`src/sv/skl_pkg.sv`:
```
// ----------------------------------------------------------------------------
// skl_pkg
// Types and constants for the string key linear probe table.
// ----------------------------------------------------------------------------
package skl_pkg;

  localparam int TABLE_SIZE  = 1024;
  localparam int MAX_KEY_LEN = 32;
  localparam int SLOT_W      = $clog2(TABLE_SIZE);
  localparam int KIDX_W      = $clog2(MAX_KEY_LEN);
  localparam int LEN_W       = $clog2(MAX_KEY_LEN + 1);
  localparam int BADDR_W     = SLOT_W + KIDX_W;
  localparam int HASH_W      = 28;
  localparam int MOD_W       = 11;
  localparam int PROBE_W     = 11;

  localparam logic [MOD_W-1:0]   MOD_RESET  = MOD_W'(1021);
  localparam logic [PROBE_W-1:0] PROBES_MAX = PROBE_W'(TABLE_SIZE);

  localparam logic CMD_FIND   = 1'b0;
  localparam logic CMD_INSERT = 1'b1;

  localparam logic [1:0] ST_OK   = 2'd0;
  localparam logic [1:0] ST_FULL = 2'd1;
  localparam logic [1:0] ST_LONG = 2'd2;

  typedef struct packed {
    logic       command;
    logic [7:0] key_byte;
    logic       key_last;
  } item_t;

  typedef struct packed {
    logic               found;
    logic [9:0]         slot;
    logic [PROBE_W-1:0] probes;
    logic [1:0]         status;
  } result_t;

endpackage

```
`src/sv/skl_div.sv`:
```
// ----------------------------------------------------------------------------
// skl_div
// Bit-serial restoring remainder unit: hash modulo the table modulus.
// ----------------------------------------------------------------------------
module skl_div import skl_pkg::*; (
  input  logic              clk,
  input  logic              rst,
  input  logic              start,
  input  logic [HASH_W-1:0] dividend,
  input  logic [MOD_W-1:0]  divisor,
  output logic              done,
  output logic [MOD_W-1:0]  rem
);

  localparam int CNT_W = $clog2(HASH_W);

  logic              busy;
  logic [CNT_W-1:0]  cnt;
  logic [HASH_W-1:0] num;
  logic [MOD_W-1:0]  den;
  logic [MOD_W:0]    trial;

  assign trial = {rem, num[HASH_W-1]};

  always_ff @(posedge clk) begin
    if (rst) begin
      busy <= 1'b0;
      done <= 1'b0;
      cnt  <= '0;
    end else begin
      done <= 1'b0;
      if (start) begin
        busy <= 1'b1;
        cnt  <= '0;
        num  <= dividend;
        den  <= divisor;
        rem  <= '0;
      end else if (busy) begin
        num <= {num[HASH_W-2:0], 1'b0};
        if (trial >= {1'b0, den}) begin
          rem <= MOD_W'(trial - {1'b0, den});
        end else begin
          rem <= trial[MOD_W-1:0];
        end
        if (cnt == CNT_W'(HASH_W - 1)) begin
          busy <= 1'b0;
          done <= 1'b1;
        end else begin
          cnt <= cnt + 1'b1;
        end
      end
    end
  end

endmodule

```
`config.mk`:
```
export PLATFORM = sky130hd
export DESIGN_NAME = skl_div
export DESIGN_NICKNAME = d
export VERILOG_FILES = /design/src/sv/skl_pkg.sv /design/src/sv/skl_div.sv
export SDC_FILE = /design/constraint.sdc
export NUM_CORES = 1
export LEC_CHECK = 0
export ABC_CLOCK_PERIOD_IN_PS = 4100
export BUFFER_PORTS_ARGS = -buffer_cell sky130_fd_sc_hd__buf_2
export CORE_MARGIN = 2
export CORE_UTILIZATION = 55
export CTS_CLUSTER_DIAMETER = 80
export CTS_CLUSTER_SIZE = 10
export DETAILED_ROUTE_END_ITERATION = 6
export HOLD_SLACK_MARGIN = 0.03
export PLACE_DENSITY_LB_ADDON = 0.2
export SLEW_MARGIN = 20
export SYNTH_ARGS = -nofsm -noshare
export SYNTH_HDL_FRONTEND = slang
export SYNTH_SLANG_ARGS = --single-unit
export TNS_END_PERCENT = 10
```
`constraint.sdc`:
```
create_clock -name clk -period 4.1 [get_ports clk]
set_clock_uncertainty 0.1 [all_clocks]
set_input_delay 0.205 -clock clk [delete_from_list [all_inputs] [get_ports clk]]
set_output_delay 0.205 -clock clk [all_outputs]
set_load 0.02 [all_outputs]
```
Yosys cells after proc, flatten, opt, wreduce, memory -nomap -nowiden
Index checks and enable logic that the tools add are counted.
W data, S select, Z words.
- input bits: 42
- output and inout bits: 12
- bits in registers: 57
- word-level logic and storage cells: 27
- equality and inequality tests: 1
- muxes and demuxes: 8
- magnitude comparators: 1
- reductions and logical operators: 6
- $add $sub $neg: 2
- bitwise operators: 3
- operators with widths (kind ; number):
    $mux W28 ; 2
    $mux W11 ; 2
    $ge A12 B11 Y1 ; 1
    $sub A11 B11 Y11 ; 1
    $reduce_and A2 Y1 ; 3
    $add A5 B1 Y5 const B ; 1
    $eq A5 B5 Y1 const B ; 1
    $mux W1 ; 4
    $not A1 Y1 ; 3
    $reduce_or A3 Y1 ; 1
    $reduce_bool A2 Y1 ; 1
    $reduce_or A2 Y1 ; 1

Longest topological paths before layout
Gate-level depths: netlist (run 1).
- depth after elaboration: 4
- gate-level depth with buffers: 11
- depth with buffers taken out: 9

Worst setup path after synthesis (run 1)
No wires, ideal clock.
- kind: input to register
- start point: input start
- end point: register num[0] (enable)
- buffers on the path: 1
- path slack: 0.952 ns
- required time: 3.551 ns
- setup time: 0.449 ns
- arrival time: 2.599 ns
- cell stages on the path: 3
- cell sequence: clkbuf_1 -> inv_1 -> a21oi_1
- word-level cells in the longest chain between the ends: 2
- RTL lines (element ; RTL line ; text):
    start: declaration ; skl_div.sv:8 ; input logic start,
    $reduce_bool A2 Y1 (no line) ; -- ;
    $reduce_and A2 Y1 (no line) ; -- ;
    end signal: assignment ; skl_div.sv:35 ; num <= dividend;
    end signal: assignment ; skl_div.sv:39 ; num <= {num[HASH_W-2:0], 1'b0};
    end: declaration ; skl_div.sv:19 ; logic [HASH_W-1:0] num;
No other way between the ends.
A chain may end at the register's enable or synchronous reset.

Worst setup path in the final report (run 1)
- start point: register num[27]
- end point: register rem[2], data pin
- word-level cells in the longest chain between the ends: 3
- elaborated cells on any way between the ends: 4
- classes of those cells: 1 x add/sub; 1 x order compare; 2 x mux
- RTL lines (element ; RTL line ; text):
    $sub A11 B11 Y11 or $ge A12 B11 Y1 (tied branches) ; skl_div.sv:41, skl_div.sv:40 ;
    $mux W11 * ; skl_div.sv:40 ; if (trial >= {1'b0, den}) begin
    $mux W11 * ; skl_div.sv:38 ; end else if (busy) begin
    end signal: assignment ; skl_div.sv:41 ; rem <= MOD_W'(trial - {1'b0, den});
    end signal: assignment ; skl_div.sv:43 ; rem <= trial[MOD_W-1:0];
    end: declaration ; skl_div.sv:12 ; output logic [MOD_W-1:0] rem
Mark *: on every way between the ends. The rest lies on a longest branch, timed or not. The select of a mux whose other input is x is not followed.

==> impl_metrics.csv, run 1 <==
group,metric,value,unit
clock_network,cts.htree.levels,3,
power,total_leakage_power,1.41,nW
critical_path,regToRegSetupSlack,1.28,ns
hold_path,timing.hold.worst.start,"dividend[0]",
finish,fill_count,392,
detailed_routing,post_drt_via_cell_ratio,5.33,
clock_network,cts_root_buffer,"sky130_fd_sc_hd__clkbuf_8",
floorplanning,floorplan.io_pins,54,
grt,global_route.usage.met1,26.3,%
floorplanning,die_w,76.5,um
placed_design,dp_hpwl,3.63,mm
placed_design,finalWeightedCongestion,0.796,
sta,fin_crit_share,68.7,%
finish,final_layout_size_suffix_gt1_share,33.6,%
detailed_routing,drt.antenna.violating_nets,0,
grt,grt_usage,20.3,%
sta,clock.fmax,355,MHz
critical_path,startpoint_kind_of_the_worst_setup_timing_path,"flip-flop",
detailed_routing,num_vias,1978,
power,powerDensity,417,nW/um^2
floorplanning,chipHeight,76.5,um
grt,grt_max_degree,40,
clock_network,cts_sinks,57,
grt,grt_first_pass_wirelength,9.27,mm
synthesis,synth_fa_ha_area_share,5.88,%
synthesis,synth_seq_cells,57,
placed_design,number_of_cells_after_detailed_placement,343,
floorplanning,core_area,5110,sq um
sta,timing.final.max_slew_violations,0,
run,cap_viol_max_count,0,
clock_network,cts_buffers,9,
grt,globalRoute.busiestLayer,"met2",
clock_network,clk_latency,0.33,ns
synthesis,cell_types_with_the_largest_area_share_after_synthesis,"sky130_fd_sc_hd__edfxtp_1 (52%), sky130_fd_sc_hd__mux2_2 (11%), sky130_fd_sc_hd__ha_1 (5.2%), sky130_fd_sc_hd__dfxtp_1 (4.8%), sky130_fd_sc_hd__nor2_1 (2.7%)",
sta,final-hold-violation-count,0,
power,power.share.combinational,21.6,%
grt,grt_antenna_before_repair,0,
status,outcome,"finished clean",
floorplanning,die_area,5860,sq um
sta,fin_setup_tns,0,ns
detailed_routing,finalWirelength,5.40,mm
sta,setup_viol_count_final,0,
floorplanning,start_util,56.7,%
synthesis,post_synth_edffs,50,
synthesis,synth_largest_type_area_fraction,51.9,%
hold_path,hold_path_depth,2,
critical_path,critPathCaptureType,"flip-flop",
detailed_routing,route.detailed.wl_per_inst,14.5,um
power,worst_ir_drop_vdd,0.267,mV
clock_network,hold_buffers,12,
power,internal_portion_of_total_power,0.00107,W
synthesis,mux_share_of_post_synthesis_cell_area,11.5,%
hold_path,hold_path_end,"num[0]$_SDFFCE_PN0P_",
grt,globalRouteMet2Util,32.1,%
synthesis,yosys.area_share.xor_xnor,2.72,%
synthesis,post_synth_and_or_nand_nor_area_fraction,9.90,%
synthesis,syn-instance-count,225,
detailed_routing,drtIter0Drc,121,
synthesis,synth_compound_area_share,9.68,%
critical_path,reg2regPathDepth,9,
placed_design,dpl-instance-area,3230,sq um
synthesis,post_synth.cell_area_avg,12.9,sq um
synthesis,synth_async_sr_flop_share,0,%
synthesis,number_of_different_library_cells_in_the_post_synthesis_netlist,44,
critical_path,worst-setup-path-type,"flip-flop to flip-flop",
power,power.switching,0.000394,W
finish,finalInstanceArea,3510,sq um
finish,synthesis_to_layout_area_growth,21.3,%
synthesis,yosysTopAreaCell,"sky130_fd_sc_hd__edfxtp_1",
grt,globalRouteOverflowTotal,0,
critical_path,crit-reg2reg-capture,"rem[2]$_SDFFCE_PP0P_",
hold_path,timing.hold.worst.class,"input pin to flip-flop",
detailed_routing,drc_errors,0,
synthesis,main_combinational_cell_family_by_area_after_synthesis,"multiplexers",
detailed_routing,detail_route.first_pass.iterations,4,
finish,most_common_cell_after_layout_fill_and_taps_aside,"sky130_fd_sc_hd__buf_2",
power,share_seq_of_total_power,48.3,%
placed_design,port_buffers,53,
critical_path,arrival_time_worst_endpoint,2.78,ns
clock_network,cts-resized-gates,0,
finish,antenna_cells_inserted,0,
finish,layout_common_cells,"sky130_fd_sc_hd__buf_2 (53), sky130_fd_sc_hd__edfxtp_1 (50), sky130_fd_sc_hd__mux2_2 (27)",
sta,layout_min_cycle_time,2.82,ns
power,power.share.switching,26.9,%
critical_path,cp_required,4.06,ns
synthesis,synth.net_count,280,
finish,final_net_count,351,
clock_network,clkSlewWorstSetupHoldPaths,0.06,ns
sta,worstMarginPinSlew,1.03,ns
grt,met3_usage,5.57,%
clock_network,clock_tree_from_tritoncts,"done",
sta,timing.slew.headroom,31.2,%
floorplanning,core.rowCount,26,
critical_path,timing.rr.start,"num[27]$_DFFE_PP_",
synthesis,synth-main-ff-cell,"sky130_fd_sc_hd__edfxtp_1",
synthesis,synth_sequential_area_ratio,56.7,%
finish,final-instance-count-excl-fill,371,
power,share_clk_of_total_power,30.2,%
sta,grt_setup_unrepaired,"false",
clock_network,worst_case_clock_buffer_depth,2,
synthesis,yosys_warnings,0,
grt,first_global_vias,2011,
synthesis,synth.cell_area,2890,sq um
clock_network,cts_setup_buffers,0,
critical_path,crit_path_max_fanout,18,
sequential cells by signal (all words and copies together), names as in the netlist:
signal and count:
den 11, rem 11, num 28, busy 1
done 1, cnt 5
power by group through the flow:
stage | Combinational [W] | Clock (W) | Sequential (W)
2_1_floorplan | 0.000227 | 0 | 0.000729
3_3_place_gp | 0.000299 | 0 | 0.000717
3_5_place_dp | 0.000306 | 0 | 0.000718
4_1_cts | 0.000317 | 0.000452 | 0.000706
5_1_grt | 0.000353 | 0.000473 | 0.000711
6_report | 0.000315 | 0.000441 | 0.000706
critical path, cell delays in order, from the launching register on:
cell and delay, ns:
sky130_fd_sc_hd__edfxtp_1 0.35, sky130_fd_sc_hd__inv_1 0.05, sky130_fd_sc_hd__ha_1 0.25, sky130_fd_sc_hd__fa_1 0.46
sky130_fd_sc_hd__nor2b_4 0.15, sky130_fd_sc_hd__o21ai_2 0.07, sky130_fd_sc_hd__a21oi_2 0.14, sky130_fd_sc_hd__o31a_1 0.68
sky130_fd_sc_hd__mux2i_1 0.27, sky130_fd_sc_hd__nor2_1 0.05
synth_stat cells (3+ instances only):
master,count
sky130_fd_sc_hd__clkbuf_1,4
sky130_fd_sc_hd__nand4_1,3
sky130_fd_sc_hd__mux2_2,27
sky130_fd_sc_hd__edfxtp_1,50
sky130_fd_sc_hd__dfxtp_1,7
sky130_fd_sc_hd__nor3_1,3
sky130_fd_sc_hd__nor3b_1,3
sky130_fd_sc_hd__nand2_1,7
sky130_fd_sc_hd__inv_1,16
sky130_fd_sc_hd__o31a_1,3
sky130_fd_sc_hd__o21a_1,7
sky130_fd_sc_hd__ha_1,12
sky130_fd_sc_hd__a21oi_1,8
sky130_fd_sc_hd__xnor2_1,3
sky130_fd_sc_hd__o21ai_1,3
sky130_fd_sc_hd__xor2_1,6
sky130_fd_sc_hd__o21ai_0,5
sky130_fd_sc_hd__mux2i_1,3
sky130_fd_sc_hd__nor2_1,21
sky130_fd_sc_hd__nand3_1,3
layer usage:
metal  up-vias  routed length (um)
li1        981                   -
met1       938                2440
met2        50                2570
met4         0                  75
met5         -                   0
met3         9                 315
per-stage QoR:
step	power, W	utilization (%)	worst slack (ns)	hold WS, ns
5_1_grt	0.00154	68.7	1.09	0.0719
2_1_floorplan	0.000956	-	0.952	0.174
4_1_cts	0.00147	68.7	1.26	0.0667
3_3_place_gp	0.00102	63.3	1.37	0.281
3_5_place_dp	0.00102	63.3	1.28	0.283
6_report	0.00146	68.7	1.28	0.0737
worst max-delay path by stage:
stage                 startpoint              endpoint  cells past startpoint
2_1_floorplan              start  num[0]$_SDFFCE_PN0P_                      3
3_3_place_gp   num[27]$_DFFE_PP_  rem[3]$_SDFFCE_PP0P_                      9
3_5_place_dp   num[27]$_DFFE_PP_  rem[2]$_SDFFCE_PP0P_                      9
4_1_cts        num[27]$_DFFE_PP_  rem[2]$_SDFFCE_PP0P_                      9
5_1_grt        num[27]$_DFFE_PP_  rem[2]$_SDFFCE_PP0P_                      9
6_report       num[27]$_DFFE_PP_  rem[2]$_SDFFCE_PP0P_                      9
cell type report:
class                           instances  area (sq um)  area share (%)
Multi-Input combinational cell        145          1160            33.1
Timing Repair Buffer                   67           400            11.4
Clock buffer                           16           160            4.56
Tap cell                               70          87.6            2.49
Sequential cell                        57          1640            46.8
Inverter                               16          60.1            1.71
logic make-up (layout without fill, tap and decap cells):
kind of cell	after synthesis	in the layout
muxes	30	30
DFF	57	57
xor gates and xnor gates	9	9
and+or+nand+nor	53	53
buffers and inverters	23	99
AOI/OAI and AO/OA	40	40
adders and majority gates	13	13
Note: power is estimated with default switching activity, not from simulation.
==> run 2, diff against run 1 <==
ABC_CLOCK_PERIOD_IN_PS = 2330   (was 4100)
CORE_UTILIZATION = 50   (was 55)
clock period = 2.33 ns   (was 4.1 ns; I/O delays follow)
==> impl_metrics.csv, run 2 (synthesis results as in run 1) <==
group,metric,value,unit
grt,globalRouteOverflowTotal,0,
grt,grt_antenna_before_repair,0,
sta,clock.fmax,420,MHz
detailed_routing,drtIter0Drc,147,
finish,fill_count,402,
detailed_routing,post_drt_via_cell_ratio,5.21,
hold_path,timing.hold.worst.start,"start",
sta,grt_setup_unrepaired,"true",
clock_network,clock_tree_from_tritoncts,"done",
hold_path,timing.hold.worst.class,"input pin to flip-flop",
critical_path,critPathCaptureType,"flip-flop",
sta,fin_worst_hold_slack,0.112,ns
finish,layout_common_cells,"sky130_fd_sc_hd__buf_2 (53), sky130_fd_sc_hd__edfxtp_1 (50), sky130_fd_sc_hd__dlygate4sd3_1 (40)",
clock_network,cts.htree.levels,3,
sta,timing.slew.headroom,66.1,%
critical_path,startpoint_kind_of_the_worst_setup_timing_path,"flip-flop",
grt,grt_max_degree,40,
finish,multiInputGateArea,1210,sq um
clock_network,worst_case_clock_buffer_depth,2,
floorplanning,core_area,5540,sq um
status,outcome,"complete, but fails checks",
finish,final_util,71.7,%
floorplanning,die_w,80.1,um
finish,final_net_count,396,
power,worst_ir_drop_vdd,0.437,mV
finish,biggestRegsByFlops,"num: 28 flops, den: 11 flops, rem: 11 flops",
critical_path,crit_path_max_fanout,7,
sta,postLayoutSetupSlackWorst,-0.0487,ns
detailed_routing,detail_route.first_pass.iterations,4,
critical_path,crit-reg2reg-capture,"rem[5]$_SDFFCE_PP0P_",
critical_path,worst-setup-path-type,"flip-flop to flip-flop",
critical_path,reg2regPathDepth,10,
hold_path,hold_path_depth,3,
grt,grt_first_pass_wirelength,10.1,mm
critical_path,arrival_time_worst_endpoint,2.36,ns
sta,final-hold-violation-count,0,
sta,worstMarginPinSlew,0.509,ns
floorplanning,core.rowCount,27,
critical_path,cp_required,2.31,ns
detailed_routing,drc_errors,0,
detailed_routing,finalWirelength,6.10,mm
placed_design,finalWeightedCongestion,0.818,
sta,timing.final.max_slew_violations,0,
power,powerDensity,676,nW/um^2
floorplanning,floorplan.io_pins,54,
hold_path,hold_path_end,"busy$_SDFF_PP0_",
placed_design,dp_hpwl,3.69,mm
critical_path,regToRegSetupSlack,-0.05,ns
finish,largest_register_ffs,28,
clock_network,cts_buffers,9,
status,violations_in_the_final_reports,"setup timing",
power,total_leakage_power,1.61,nW
finish,antenna_cells_inserted,0,
detailed_routing,num_vias,2177,
run,cap_viol_max_count,0,
finish,most_common_cell_after_layout_fill_and_taps_aside,"sky130_fd_sc_hd__buf_2",
sta,fin_setup_tns,-0.254,ns
finish,seqCellArea,1640,sq um
clock_network,clkSlewWorstSetupHoldPaths,0.06,ns
clock_network,clk_latency,0.33,ns
floorplanning,chipHeight,80.1,um
floorplanning,start_util,52.2,%
finish,synthesis_to_layout_area_growth,37.2,%
sta,layout_min_cycle_time,2.38,ns
floorplanning,die_area,6410,sq um
clock_network,cts_sinks,57,
sta,setup_viol_count_final,7,
critical_path,timing.rr.start,"num[27]$_DFFE_PP_",
grt,first_global_vias,2221,
finish,largest-register,"num",
grt,grt_usage,21.0,%
clock_network,cts_root_buffer,"sky130_fd_sc_hd__clkbuf_8",
detailed_routing,drt.antenna.violating_nets,0,
sta,fin_crit_share,102,%
detailed_routing,route.detailed.wl_per_inst,14.6,um
finish,final_layout_size_suffix_gt1_share,37.3,%
placed_design,port_buffers,53,
run 2: cell types whose count changed in the layout (fill, tap and decap cells not counted), moves of 3 or more:
cell	delta
sky130_fd_sc_hd__ha_1	-4
sky130_fd_sc_hd__clkinv_2	+3
sky130_fd_sc_hd__clkbuf_1	-4
sky130_fd_sc_hd__dlygate4sd3_1	+28
sky130_fd_sc_hd__buf_4	+15
run 2: critical path, cell delays in order (launching register included):
cell	delay (ns)
sky130_fd_sc_hd__edfxtp_1	0.36
sky130_fd_sc_hd__inv_1	0.06
sky130_fd_sc_hd__ha_2	0.20
sky130_fd_sc_hd__fa_2	0.39
sky130_fd_sc_hd__nor2b_4	0.14
sky130_fd_sc_hd__o21ai_2	0.07
sky130_fd_sc_hd__a21oi_2	0.17
sky130_fd_sc_hd__o31a_1	0.24
sky130_fd_sc_hd__buf_6	0.16
sky130_fd_sc_hd__nor3b_2	0.05
sky130_fd_sc_hd__a31o_1	0.19
run 2: final cells by class:
class,count,share of cell area (%)
tap,72,2.27
sequential,57,41.3
timing repair buffer,112,20.5
inverter,16,1.51
clock inverter,5,0.567
clock buffer,11,3.31
multi-input combinational,145,30.4
run 2: worst max path at each step:
stage                               startpoint              endpoint  depth (start not counted)  slack, ns
after floorplan           rem[0]$_SDFFCE_PP0P_  rem[9]$_SDFFCE_PP0P_                          7      -0.08
after global placement        den[0]$_DFFE_PP_  rem[6]$_SDFFCE_PP0P_                          9      -0.01
after detailed placement     num[27]$_DFFE_PP_  rem[5]$_SDFFCE_PP0P_                         10      -0.07
after CTS                    num[27]$_DFFE_PP_  rem[5]$_SDFFCE_PP0P_                         10     -0.003
after global routing         num[27]$_DFFE_PP_  rem[3]$_SDFFCE_PP0P_                         10      -0.15
final                        num[27]$_DFFE_PP_  rem[5]$_SDFFCE_PP0P_                         10      -0.05
run 2: repair_timing:
item	in CTS	in global routing
setup buffers	1	2
cloned	0	0
setup endpoints to repair	8	11
resized for setup	2	10
hold buffers	40	0
endpoints found under the hold margin	40	0
pin swaps	2	3
run 2: power breakdown:
part	switching, W	total, W	internal, W	leakage, nW
clock	0.000377	0.000750	0.000373	0.0819
sequential	0.0000358	0.00124	0.00121	0.535
combinational	0.000334	0.000692	0.000358	0.996
run 2: stage by stage:
step                instances  instance area (sq um)  power (W)  worst slack [ns]
finish                    418                   3970    0.00268           -0.0487
CTS                       416                   3910    0.00266          -0.00350
global route              418                   3970    0.00282            -0.148
global placement          359                   3340    0.00184           -0.0101
detailed placement        359                   3340    0.00185           -0.0722
floorplan                 225                   2900    0.00168           -0.0831
run 2: metal layers:
metal | global-route usage [%] | wire (um) | vias up
met5 | 0 | 0 | -
met1 | 25.3 | 2720 | 1039
met4 | 9.66 | 132 | 0
met2 | 35.6 | 3000 | 51
li1 | - | - | 1072
met3 | 4.94 | 252 | 15
